==> src/bounded_circular_list_engine_top_macros.svh <==
// assertion macros used by the circular list engine rtl
// no dependencies; included by bcle_dpath, which carries the concurrent checks
`ifndef BOUNDED_CIRCULAR_LIST_ENGINE_TOP_MACROS_SVH
`define BOUNDED_CIRCULAR_LIST_ENGINE_TOP_MACROS_SVH

// condition holds at every clock edge out of reset
`define BCLE_ASSERT_ALWAYS(lbl, clk, rst_n, cond, msg) \
  lbl: assert property (@(posedge clk) disable iff (!rst_n) (cond)) else $error(msg);

// antecedent implies consequent in the same cycle
`define BCLE_ASSERT_IMPL(lbl, clk, rst_n, ante, cons, msg) \
  lbl: assert property (@(posedge clk) disable iff (!rst_n) (ante) |-> (cons)) else $error(msg);

`endif

==> src/bcle_pkg.sv <==
// types and constants for the circular list engine
// no dependencies; imported by every module of the block
`timescale 1ns / 1ps

package bcle_pkg;

  localparam int unsigned ListDepth = 16;
  localparam int unsigned ValW      = 32;
  localparam int unsigned PosW      = 8;
  localparam int unsigned StepW     = $clog2(PosW + 1);

  typedef logic [4:0] cnt_t;

  typedef enum logic [1:0] {
    REQ_INS_FRONT = 2'd0,
    REQ_INS_BACK  = 2'd1,
    REQ_DELETE    = 2'd2,
    REQ_READOUT   = 2'd3
  } req_e;

  typedef enum logic [1:0] {
    ST_OK    = 2'd0,
    ST_FULL  = 2'd1,
    ST_EMPTY = 2'd2
  } status_e;

  typedef enum logic [3:0] {
    S_IDLE,
    S_DISP,
    S_DEL_DIV,
    S_DEL_RD,
    S_DEL_CAP,
    S_SHIFT,
    S_DEL_END,
    S_RO,
    S_RO_DRAIN
  } state_e;

  typedef struct packed {
    req_e                   req_type;
    logic signed [ValW-1:0] new_value;
    logic [PosW-1:0]        position;
  } in_t;

  typedef struct packed {
    status_e                status;
    logic signed [ValW-1:0] item_value;
    cnt_t                   item_index;
    cnt_t                   entry_count;
    logic                   last_of_run;
  } out_t;

  typedef struct packed {
    logic    load;
    logic    ins_front;
    logic    ins_back;
    logic    res_load;
    status_e res_status;
    logic    res_removed;
    logic    rem_start;
    logic    idx_from_rem;
    logic    idx_clear;
    logic    del_rd;
    logic    cap_removed;
    logic    shift;
    logic    del_finish;
    logic    ro_step;
  } cmd_t;

  typedef struct packed {
    req_e req;
    logic full;
    logic empty;
    logic rem_done;
    logic idx_zero;
    logic shift_more;
    logic ro_last;
  } stat_t;

endpackage

==> src/bcle_rem.sv <==
// restoring remainder unit, one dividend bit per cycle
// depends on bcle_pkg; used by bcle_dpath to reduce the delete position
`timescale 1ns / 1ps

module bcle_rem import bcle_pkg::*; #(
  parameter int unsigned CW = 5
) (
  input  logic            clk_i,
  input  logic            rst_ni,
  input  logic            start_i,
  input  logic [PosW-1:0] dividend_i,
  input  logic [CW-1:0]   divisor_i,
  output logic            done_o,
  output logic [CW-1:0]   rem_o
);

  logic [StepW-1:0] cnt_q;
  logic             done_q;
  logic [CW-1:0]    r_q;
  logic [PosW-1:0]  sh_q;
  logic [CW-1:0]    div_q;
  logic [CW:0]      trial;
  logic [CW:0]      trial_sub;

  always_comb begin
    trial     = {r_q, sh_q[PosW-1]};
    trial_sub = trial;
    if (trial >= {1'b0, div_q}) begin
      trial_sub = trial - {1'b0, div_q};
    end
  end

  always_ff @(posedge clk_i or negedge rst_ni) begin
    if (!rst_ni) begin
      cnt_q  <= '0;
      done_q <= 1'b0;
    end else if (start_i) begin
      cnt_q  <= StepW'(PosW);
      done_q <= 1'b0;
    end else if (cnt_q != '0) begin
      cnt_q  <= cnt_q - StepW'(1);
      done_q <= (cnt_q == StepW'(1));
    end else begin
      done_q <= 1'b0;
    end
  end

  always_ff @(posedge clk_i) begin
    if (start_i) begin
      r_q   <= '0;
      sh_q  <= dividend_i;
      div_q <= divisor_i;
    end else if (cnt_q != '0) begin
      r_q  <= trial_sub[CW-1:0];
      sh_q <= {sh_q[PosW-2:0], 1'b0};
    end
  end

  assign done_o = done_q;
  assign rem_o  = r_q;

endmodule

==> src/bcle_dpath.sv <==
// datapath: ring store, head and count registers, delete shifter and result register
// depends on bcle_pkg, bcle_rem and the assertion macro header
`timescale 1ns / 1ps
`include "bounded_circular_list_engine_top_macros.svh"

module bcle_dpath import bcle_pkg::*; (
  input  logic  clk_i,
  input  logic  rst_ni,
  input  in_t   item_i,
  input  cmd_t  cmd_i,
  output stat_t stat_o,
  output out_t  result_o,
  output logic  result_strobe_o
);

  localparam int unsigned AW = $clog2(ListDepth);
  localparam int unsigned CW = $clog2(ListDepth + 1);
  localparam logic [CW-1:0] DepthC   = CW'(ListDepth);
  localparam logic [AW-1:0] LastSlot = AW'(ListDepth - 1);

  function automatic logic [AW-1:0] slot_of(input logic [AW-1:0] base,
                                            input logic [CW-1:0] logical);
    logic [CW:0] s;
    s = {1'b0, logical} + (CW+1)'(base);
    if (s >= (CW+1)'(ListDepth)) begin
      s = s - (CW+1)'(ListDepth);
    end
    return s[AW-1:0];
  endfunction

  logic [ValW-1:0] mem [ListDepth];

  req_e            req_q;
  logic [ValW-1:0] value_q;
  logic [PosW-1:0] pos_q;
  logic [AW-1:0]   head_q, head_d;
  logic [CW-1:0]   count_q, count_d;
  logic [CW-1:0]   idx_q, idx_d;
  logic [ValW-1:0] removed_q;
  logic [ValW-1:0] rdata_q;
  logic            wb_q;
  logic [AW-1:0]   wb_addr_q;
  logic            em_q;
  logic [CW-1:0]   em_idx_q;
  logic            em_last_q;
  out_t            res_q, res_d;
  logic            res_vld_q;

  logic [CW-1:0]   idx_inc;
  logic [AW-1:0]   slot_cur;
  logic [AW-1:0]   slot_nxt;
  logic [AW-1:0]   slot_tail;
  logic [AW-1:0]   head_dec;
  logic [AW-1:0]   head_inc;
  logic            we;
  logic [AW-1:0]   waddr;
  logic [ValW-1:0] wdata;
  logic            rd_en;
  logic [AW-1:0]   raddr;
  logic            rem_done;
  logic [CW-1:0]   rem_val;

  bcle_rem #(
    .CW(CW)
  ) u_rem (
    .clk_i     (clk_i),
    .rst_ni    (rst_ni),
    .start_i   (cmd_i.rem_start),
    .dividend_i(pos_q),
    .divisor_i (count_q),
    .done_o    (rem_done),
    .rem_o     (rem_val)
  );

  assign idx_inc   = idx_q + CW'(1);
  assign slot_cur  = slot_of(head_q, idx_q);
  assign slot_nxt  = slot_of(head_q, idx_inc);
  assign slot_tail = slot_of(head_q, count_q);
  assign head_dec  = (head_q == '0) ? LastSlot : head_q - AW'(1);
  assign head_inc  = (head_q == LastSlot) ? '0 : head_q + AW'(1);

  always_comb begin
    head_d  = head_q;
    count_d = count_q;
    idx_d   = idx_q;
    we      = 1'b0;
    waddr   = slot_tail;
    wdata   = value_q;
    rd_en   = 1'b0;
    raddr   = slot_cur;
    if (cmd_i.ins_front) begin
      head_d  = head_dec;
      count_d = count_q + CW'(1);
      we      = 1'b1;
      waddr   = head_dec;
    end
    if (cmd_i.ins_back) begin
      count_d = count_q + CW'(1);
      we      = 1'b1;
      waddr   = slot_tail;
    end
    if (wb_q) begin
      we    = 1'b1;
      waddr = wb_addr_q;
      wdata = rdata_q;
    end
    if (cmd_i.idx_clear) begin
      idx_d = '0;
    end
    if (cmd_i.idx_from_rem) begin
      idx_d = rem_val;
    end
    if (cmd_i.del_rd) begin
      rd_en = 1'b1;
    end
    if (cmd_i.shift) begin
      rd_en = 1'b1;
      raddr = slot_nxt;
      idx_d = idx_inc;
    end
    if (cmd_i.ro_step) begin
      rd_en = 1'b1;
      idx_d = idx_inc;
    end
    if (cmd_i.del_finish) begin
      count_d = count_q - CW'(1);
      if (count_d == '0) begin
        head_d = '0;
      end else if (idx_q == '0) begin
        head_d = head_inc;
      end
    end
  end

  always_comb begin
    res_d = res_q;
    if (cmd_i.res_load) begin
      res_d.status      = cmd_i.res_status;
      res_d.item_value  = cmd_i.res_removed ? removed_q : '0;
      res_d.item_index  = '0;
      res_d.entry_count = cnt_t'(count_d);
      res_d.last_of_run = 1'b1;
    end else if (em_q) begin
      res_d.status      = ST_OK;
      res_d.item_value  = rdata_q;
      res_d.item_index  = cnt_t'(em_idx_q);
      res_d.entry_count = cnt_t'(count_q);
      res_d.last_of_run = em_last_q;
    end
  end

  always_ff @(posedge clk_i or negedge rst_ni) begin
    if (!rst_ni) begin
      head_q    <= '0;
      count_q   <= '0;
      idx_q     <= '0;
      wb_q      <= 1'b0;
      em_q      <= 1'b0;
      res_vld_q <= 1'b0;
    end else begin
      head_q    <= head_d;
      count_q   <= count_d;
      idx_q     <= idx_d;
      wb_q      <= cmd_i.shift;
      em_q      <= cmd_i.ro_step;
      res_vld_q <= cmd_i.res_load | em_q;
    end
  end

  always_ff @(posedge clk_i) begin
    if (cmd_i.load) begin
      req_q   <= item_i.req_type;
      value_q <= item_i.new_value;
      pos_q   <= item_i.position;
    end
    if (cmd_i.cap_removed) begin
      removed_q <= rdata_q;
    end
    if (cmd_i.shift) begin
      wb_addr_q <= slot_cur;
    end
    if (cmd_i.ro_step) begin
      em_idx_q  <= idx_inc;
      em_last_q <= (idx_inc == count_q);
    end
    res_q <= res_d;
  end

  // ring store, one write and one registered read per cycle
  always_ff @(posedge clk_i) begin
    if (we) begin
      mem[waddr] <= wdata;
    end
    if (rd_en) begin
      rdata_q <= mem[raddr];
    end
  end

  assign stat_o.req        = req_q;
  assign stat_o.full       = (count_q == DepthC);
  assign stat_o.empty      = (count_q == '0);
  assign stat_o.rem_done   = rem_done;
  assign stat_o.idx_zero   = (idx_q == '0);
  assign stat_o.shift_more = (idx_inc < count_q);
  assign stat_o.ro_last    = (idx_inc == count_q);

  assign result_o        = res_q;
  assign result_strobe_o = res_vld_q;

  `BCLE_ASSERT_ALWAYS(a_count_bound, clk_i, rst_ni, count_q <= DepthC, "count above depth")
  `BCLE_ASSERT_ALWAYS(a_wb_em_excl, clk_i, rst_ni, !(wb_q && em_q), "shift and readout overlap")
  `BCLE_ASSERT_IMPL(a_empty_head, clk_i, rst_ni, count_q == '0, head_q == '0, "head set on empty list")

endmodule

==> src/bcle_ctrl.sv <==
// controller state machine: sequences insert, delete and readout beats
// depends on bcle_pkg; drives bcle_dpath through cmd_t and reads stat_t
`timescale 1ns / 1ps

module bcle_ctrl import bcle_pkg::*; (
  input  logic  clk_i,
  input  logic  rst_ni,
  input  logic  start_i,
  output logic  busy_o,
  input  stat_t stat_i,
  output cmd_t  cmd_o
);

  state_e state_q, state_d;

  always_ff @(posedge clk_i or negedge rst_ni) begin
    if (!rst_ni) begin
      state_q <= S_IDLE;
    end else begin
      state_q <= state_d;
    end
  end

  always_comb begin
    state_d = state_q;
    cmd_o   = '0;
    case (state_q)
      S_IDLE: begin
        if (start_i) begin
          cmd_o.load = 1'b1;
          state_d    = S_DISP;
        end
      end
      S_DISP: begin
        state_d = S_IDLE;
        case (stat_i.req)
          REQ_INS_FRONT, REQ_INS_BACK: begin
            cmd_o.res_load = 1'b1;
            if (stat_i.full) begin
              cmd_o.res_status = ST_FULL;
            end else begin
              cmd_o.res_status = ST_OK;
              cmd_o.ins_front  = (stat_i.req == REQ_INS_FRONT);
              cmd_o.ins_back   = (stat_i.req == REQ_INS_BACK);
            end
          end
          REQ_DELETE: begin
            if (stat_i.empty) begin
              cmd_o.res_load   = 1'b1;
              cmd_o.res_status = ST_EMPTY;
            end else begin
              cmd_o.rem_start = 1'b1;
              state_d         = S_DEL_DIV;
            end
          end
          REQ_READOUT: begin
            if (stat_i.empty) begin
              cmd_o.res_load   = 1'b1;
              cmd_o.res_status = ST_EMPTY;
            end else begin
              cmd_o.idx_clear = 1'b1;
              state_d         = S_RO;
            end
          end
          default: begin
            state_d = S_IDLE;
          end
        endcase
      end
      S_DEL_DIV: begin
        if (stat_i.rem_done) begin
          cmd_o.idx_from_rem = 1'b1;
          state_d            = S_DEL_RD;
        end
      end
      S_DEL_RD: begin
        cmd_o.del_rd = 1'b1;
        state_d      = S_DEL_CAP;
      end
      S_DEL_CAP: begin
        cmd_o.cap_removed = 1'b1;
        state_d           = stat_i.idx_zero ? S_DEL_END : S_SHIFT;
      end
      S_SHIFT: begin
        if (stat_i.shift_more) begin
          cmd_o.shift = 1'b1;
        end else begin
          state_d = S_DEL_END;
        end
      end
      S_DEL_END: begin
        cmd_o.del_finish  = 1'b1;
        cmd_o.res_load    = 1'b1;
        cmd_o.res_status  = ST_OK;
        cmd_o.res_removed = 1'b1;
        state_d           = S_IDLE;
      end
      S_RO: begin
        cmd_o.ro_step = 1'b1;
        if (stat_i.ro_last) begin
          state_d = S_RO_DRAIN;
        end
      end
      S_RO_DRAIN: begin
        state_d = S_IDLE;
      end
      default: begin
        state_d = S_IDLE;
      end
    endcase
  end

  assign busy_o = (state_q != S_IDLE);

endmodule

==> src/bounded_circular_list_engine_top.sv <==
// Ordered circular list of up to 16 signed 32-bit values kept in a ring store with
// one read and one write port. A request is taken when start is high and busy is low;
// every result beat is shown on result_o for exactly one cycle with result_strobe_o
// high and cannot be held off, so the receiver must take each beat as it comes. An
// insert, or a delete or readout on an empty list, gives one beat, loaded into the result
// register from the dispatch state. A delete runs the position through an eight-step
// remainder unit to get p, the position mod count, then moves each entry behind the
// removed one a place forward, one per cycle through the store; when p is zero no entry
// moves and the head advances. A readout streams one beat per cycle from the first entry
// to the last. busy falls in the cycle the final beat is shown.
// depends on bcle_pkg, bcle_ctrl and bcle_dpath
`timescale 1ns / 1ps

module bounded_circular_list_engine_top import bcle_pkg::*; (
  input  logic clk_i,
  input  logic rst_ni,
  input  logic start,
  output logic busy,
  input  in_t  item_i,
  output out_t result_o,
  output logic result_strobe_o
);

  cmd_t  cmd;
  stat_t stat;

  bcle_ctrl u_ctrl (
    .clk_i  (clk_i),
    .rst_ni (rst_ni),
    .start_i(start),
    .busy_o (busy),
    .stat_i (stat),
    .cmd_o  (cmd)
  );

  bcle_dpath u_dpath (
    .clk_i          (clk_i),
    .rst_ni         (rst_ni),
    .item_i         (item_i),
    .cmd_i          (cmd),
    .stat_o         (stat),
    .result_o       (result_o),
    .result_strobe_o(result_strobe_o)
  );

endmodule
==> config.mk <==
export PLATFORM = sky130hd
export DESIGN_NAME = bounded_circular_list_engine_top
export DESIGN_NICKNAME = d
export VERILOG_FILES = /design/src/bcle_pkg.sv /design/src/bcle_rem.sv /design/src/bcle_dpath.sv /design/src/bcle_ctrl.sv /design/src/bounded_circular_list_engine_top.sv
export VERILOG_INCLUDE_DIRS = /design/src /design/src/src
export SDC_FILE = /design/constraint.sdc
export NUM_CORES = 1
export LEC_CHECK = 0
export ABC_AREA = 1
export ABC_CLOCK_PERIOD_IN_PS = 8900
export BUFFER_PORTS_ARGS = -buffer_cell sky130_fd_sc_hd__buf_2
export CAP_MARGIN = 40
export CORE_ASPECT_RATIO = 0.5
export CORE_UTILIZATION = 30
export CTS_CLUSTER_SIZE = 24
export DETAILED_ROUTE_END_ITERATION = 6
export PLACE_DENSITY_LB_ADDON = 0.25
export SLEW_MARGIN = 30
export SYNTH_ARGS = -nofsm -noshare
export SYNTH_HDL_FRONTEND = slang
export SYNTH_HIERARCHICAL = 1
export SYNTH_SLANG_ARGS = --single-unit
export TNS_END_PERCENT = 100
==> constraint.sdc <==
create_clock -name clk_i -period 8.9 [get_ports clk_i]
set_clock_uncertainty 0.15 [all_clocks]
set_input_delay 0.89 -clock clk_i [delete_from_list [all_inputs] [get_ports clk_i]]
set_output_delay 0.89 -clock clk_i [all_outputs]
set_load 0.05 [all_outputs]
Yosys cells after proc, flatten, opt, wreduce, memory -nomap -nowiden
Memory sizes are Yosys's and may differ from the RTL's. A register that Yosys moved wholly into a read port is not among the register bits.
Index checks and enable logic that the tools add are counted.
{ "op_classes": {"n_addsub": 13, "n_mul": 0, "n_div": 0, "magnitude_cmp": 5, "n_eq_ne": 18, "n_shift": 0, "muxes": 70, "bitwise_logic": 1, "n_reduce_logical": 14} }
{ "op_table": {"columns": ["operator", "n"], "rows": [
  ["2-to-1 mux 45 bit", 2],
  ["2-to-1 mux 4 bit", 19],
  ["2-to-1 mux 32 bit", 2],
  ["2-to-1 mux 5 bit", 8],
  ["one-hot mux 4 bit (7 select lines)", 1],
  ["2-to-1 mux 1 bit", 26],
  ["subtractor 4 x 1 -> 4 bit, second input constant", 5],
  ["adder 5 x 4 -> 6 bit", 3],
  [">= comparator 6 x 5 -> 1 bit, second input constant", 3],
  ["equality test 4 x 3 -> 1 bit, second input constant", 4],
  ["2-to-1 mux 8 bit", 2],
  ["logical NOT 5 bit", 3],
  ["one-hot mux 3 bit (2 select lines)", 2],
  ["nonzero test 4 bit", 3],
  ["adder 5 x 1 -> 5 bit, second input constant", 2],
  ["2-to-1 mux 2 bit", 5],
  ["equality test 4 x 1 -> 1 bit, second input constant", 2],
  ["equality test 4 x 2 -> 1 bit, second input constant", 2],
  ["logical NOT 4 bit", 2],
  ["one-hot mux 4 bit (2 select lines)", 1],
  [">= comparator 6 x 5 -> 1 bit", 1],
  ["2-to-1 mux 3 bit", 2],
  ["inequality test 2 bit, second input constant", 3],
  ["equality test 5 bit", 1],
  ["14 further kinds", 17]
]} }
{ "word_totals": {"regBits": 173, "latch_bits": 0, "ram_bits": 512, "romBits": 0, "out_inout_bits": 47, "memories": 1} }
{ "mem_list": {"columns": ["name", "depth", "word_bits", "rd", "rd_clocked_by_memory_dff", "wr", "line", "text"], "rows": [
  ["u_dpath.mem", 16, 32, 1, 1, 1, "bcle_dpath.sv:31", "logic [ValW-1:0] mem [ListDepth];"]
]} }

Longest topological paths before layout
{ "depth": {"ltp_word": 9, "depth_mapped": 23} }

Modules after synthesis
The synthesis kept the hierarchy.
{ "modules_own_cells": {"columns": ["module", "instances", "cells_each", "area_per_inst_um2", "seq_area_each_um2"], "rows": [
  ["bcle_dpath", 1, 2731, 29261.8, 20574.7],
  ["bcle_rem", 1, 147, 1247.4, 615.6],
  ["bcle_ctrl", 1, 72, 441.7, 100.1]
]} }

Worst setup path before layout
OpenSTA, ideal clock, no wires.
{ "synth_timing": {"path_type": "reg-to-reg", "from": "register u_dpath.count_q[0]", "to": "memory u_dpath.mem[10][0] (enable)", "setup_time_ns": 0.421, "t_arrival_ns": 3.440, "setup_slack_ns": 4.889, "stages_incl_launch_ff": 16, "path_buffers": 0, "period_less_slack_ns": 4.011, "path_cell_list": "dfrtp_1 -> inv_1 -> ha_1 -> nand2_1 -> nor2_1 -> inv_1 -> nor2_1 -> nor3_1 -> inv_1 -> nand2_1 -> inv_1 -> nand2_1 -> o21ai_0 -> o21ai_0 -> nand3_1 -> nor2_1"} }
{ "synth_rtl": {"columns": ["item", "line", "text"], "rows": [
  ["from (decl)", "bcle_dpath.sv:37", "logic [CW-1:0] count_q, count_d;"],
  ["from (signal assigned)", "bcle_dpath.sv:162", "count_q <= count_d;"],
  ["to (decl)", "bcle_dpath.sv:31", null]
]} }

==> results_dict.tcl <==
set metrics [dict create \
    core-area_mm2 0.101 \
    drive_gt1_share_pct 10.6 \
    hpwl_mm 42.0 \
    ys_ff_latch 717 \
    max_freq_mhz 189 \
    grt_first_pass_wirelength_mm 122 \
    setup_viol 0 \
    period_share_pct 59.5 \
    r2r_start "u_dpath/idx_q[0]" \
    yosys_warnings 6 \
    r2r_cells 21 \
    num-nets-final 3131 \
    ys_seq_area_share_pct 68.8 \
    path_cells "ha_1 > xor2_1 > ha_1 > a21oi_1 > o21ai_0 > a21o_1 > a21oi_1 > nand3_2 > inv_1 > nand2_1 > o21ai_4 > buf_12 > inv_6 > buf_4 > buf_16 > nand3_1 > o21ai_1 > nand2_1 > nand2_1 > nand2_1 > nand2_1" \
    min_period_ps 5290 \
    hold_class "in -> async" \
    synth_flop_cell "edfxtp_1" \
    port_buffers 91 \
    synth_area_leaders "edfxtp_1, nand2_1, inv_1, nand3_1, dfrtp_1" \
    clock-sinks 717 \
    area_delta_synth_final_pct 15.1 \
    io_pins 92 \
    critPathSlowestCell "buf_12" \
    critPathMaxStageDelay_ps 570 \
    crit_path_frequent_cell "nand2_1" \
    grt_max_degree 225 \
    layout_common_cells "nand2_1, edfxtp_1, inv_1, nand3_1, o21ai_0" \
    fp.dieH_um 229 \
    cts_root_buffer "clkbuf_16" \
    grt_pass1_vias 18787 \
    rsz0062_at_grt "no" \
    netlist_instances 2950 \
    synth_top_cell_by_area "edfxtp_1" \
    antenna_found_initial 0 \
    viasPerCell 4.55 \
    crit_type "reg -> reg" \
    synth_area_per_cell_um2 10.5 \
    dieArea_mm2 0.105 \
    worstPathMaxFanout 129 \
    drc 0 \
    synth_edf_count 680 \
    status "finished clean" \
    wirelength_mm 82.7 \
    worstMarginPinSlew_ps 831 \
    drt_iter0_markers 1873 \
    postCtsSetupRepairBufs 0 \
    antenna_left 0 \
    htree_levels 3 \
    netlist_area_mm2 0.0310 \
    yosysTopAreaCellShare_pct 66.0 \
    numCtsBuffers 72 \
    cp-start-kind "flop" \
    hold_viol 0 \
    grt_usage_pct 15.7 \
    required_ps 9130 \
    final_common_cell "nand2_1" \
    cp_num_buf_inv 5 \
    arrival_ps 5520 \
    max-cap-violations 0 \
    die_w_um 456 \
    ff2ff_setup_slack_ps 3610 \
    cts_tree "built" \
    clockBufferDepth 3 \
    n_antenna_cell 0 \
    cp-end-kind "flop" \
    synthArstFlopShare_pct 3.63 \
    rr_endpoint "u_dpath/rdata_q[11]" \
    postCtsHoldBufs 0 \
    grt-ovfl-total 0 \
    avgRoutedWirePerCell_um 18.5 \
    initial_core_util_pct 30.6 \
    routabilityCongestion 0.784 \
    nFillCells 10047 \
    clk_pin_slew_ps 70 \
    relSlewSlack_pct 44.6 \
    ctsResizeCount 0 \
    placementRows 82 \
    clkLatencyLatePin_ps 630 \
    crit_family "buffers and inverters" \
    setup_tns_ps 0 \
    syn-num-nets 3028 \
    ys_types 46 \
    dr.pass1.iters 5 \
    report.final.slew_viol_count 0 \
    vias 20261 \
]
[worst register-to-register path, cell delays in order, from the launching register on]
cell and delay [ps]:
dfrtp_1 430, ha_1 240, xor2_1 300, ha_1 320, a21oi_1 140, o21ai_0 90
a21o_1 160, a21oi_1 160, nand3_2 120, inv_1 470, nand2_1 190, o21ai_4 110
buf_12 570, inv_6 460, buf_4 430, buf_16 260, nand3_1 130, o21ai_1 70
nand2_1 60, nand2_1 70, nand2_1 50, nand2_1 60
[logic make-up after synthesis]
| family | Yosys count | share of synthesized area [%] |
|---|---|---|
| simple gates | 1493 | 19.2 |
| flops | 717 | 68.8 |
| compound gates | 231 | 4.07 |
| fa+ha+maj | 33 | 1.43 |
| xor+xnor | 13 | 0.368 |
| mux | 1 | 0.0323 |
| buf+inv | 462 | 6.15 |
[area by class of cell]
cell class	instances	area (µm²)	area share [%]
Tap cell	1344	1680	4.72
Inverter	333	1260	3.53
Timing Repair Buffer	158	1060	2.99
Multi-Input combinational cell	1771	7960	22.3
Clock buffer	91	1940	5.44
Sequential cell	717	21300	59.8
Clock inverter	43	432	1.21
[worst max path at each step]
| stage | startpoint | to | cells after the start |
|---|---|---|---|
| CTS | u_dpath/idx_q[0] | u_dpath/rdata_q[10] | 21 |
| detailed placement | u_dpath/idx_q[0] | u_dpath/rdata_q[10] | 21 |
| finish | u_dpath/idx_q[0] | u_dpath/rdata_q[11] | 21 |
| floorplan | u_dpath/count_q[0] | u_dpath/mem[10][0] | 15 |
| global route | u_dpath/idx_q[0] | u_dpath/rdata_q[12] | 21 |
| global placement | u_dpath/idx_q[0] | u_dpath/rdata_q[1] | 20 |
[Yosys cell counts, types with 5 or more instances]
| master | count |
|---|---|
| ha_1 | 29 |
| xor2_1 | 9 |
| nor2_2 | 6 |
| inv_1 | 324 |
| nand3_1 | 147 |
| inv_2 | 5 |
| a22o_1 | 5 |
| nor2_1 | 130 |
| a21oi_1 | 13 |
| buf_2 | 88 |
| o21ai_0 | 117 |
| nand2_1 | 1179 |
| nand2_2 | 6 |
| nor2_4 | 5 |
| o21ai_1 | 64 |
| or2_2 | 5 |
| clkbuf_1 | 28 |
| o211ai_1 | 21 |
| buf_4 | 11 |
| dfrtp_1 | 26 |
| dfxtp_1 | 11 |
| edfxtp_1 | 680 |
[stage by stage]
step,worst slack [ps],utilization [%],cell area [µm²],hold slack (ps),cells
6_report,3610,35.2,35600,139,4457
5_1_grt,3140,35.2,35600,184,4457
4_1_cts,3610,35.2,35600,149,4455
3_5_place_dp,3640,32.8,33200,283,4321
3_3_place_gp,3690,32.7,33100,278,4316
2_1_floorplan,4890,-,31000,276,2950
[state kept, by name, indices dropped and copies added, names as in the netlist, 2 cells and up]
name / cells
u_dpath/head_q: 4
u_dpath/u_rem/div_q: 5
u_dpath/u_rem/cnt_q: 4
u_dpath/u_rem/rem_o: 5
u_ctrl/state_q: 4
u_dpath/removed_q: 32
u_dpath/idx_q: 5
u_dpath/pos_q: 8
u_dpath/em_idx_q: 5
u_dpath/u_rem/sh_q: 8
u_dpath/rdata_q: 32
u_dpath/result_o: 45
u_dpath/req_q: 2
u_dpath/value_q: 32
u_dpath/count_q: 5
u_dpath/wb_addr_q: 4
u_dpath/mem: 512
[routing by layer]
layer / GRT usage [%] / vias to the layer above / wire length, µm
met1: 22.9 / 9884 / 40900
met4: 4.03 / 0 / 1710
li1: - / 9848 / -
met5: 0 / - / 0
met2: 24.0 / 423 / 36400
met3: 2.54 / 106 / 3700
Power is not shown: default switching activity piles up to over one toggle a cycle in this logic, so the estimate is an artifact.
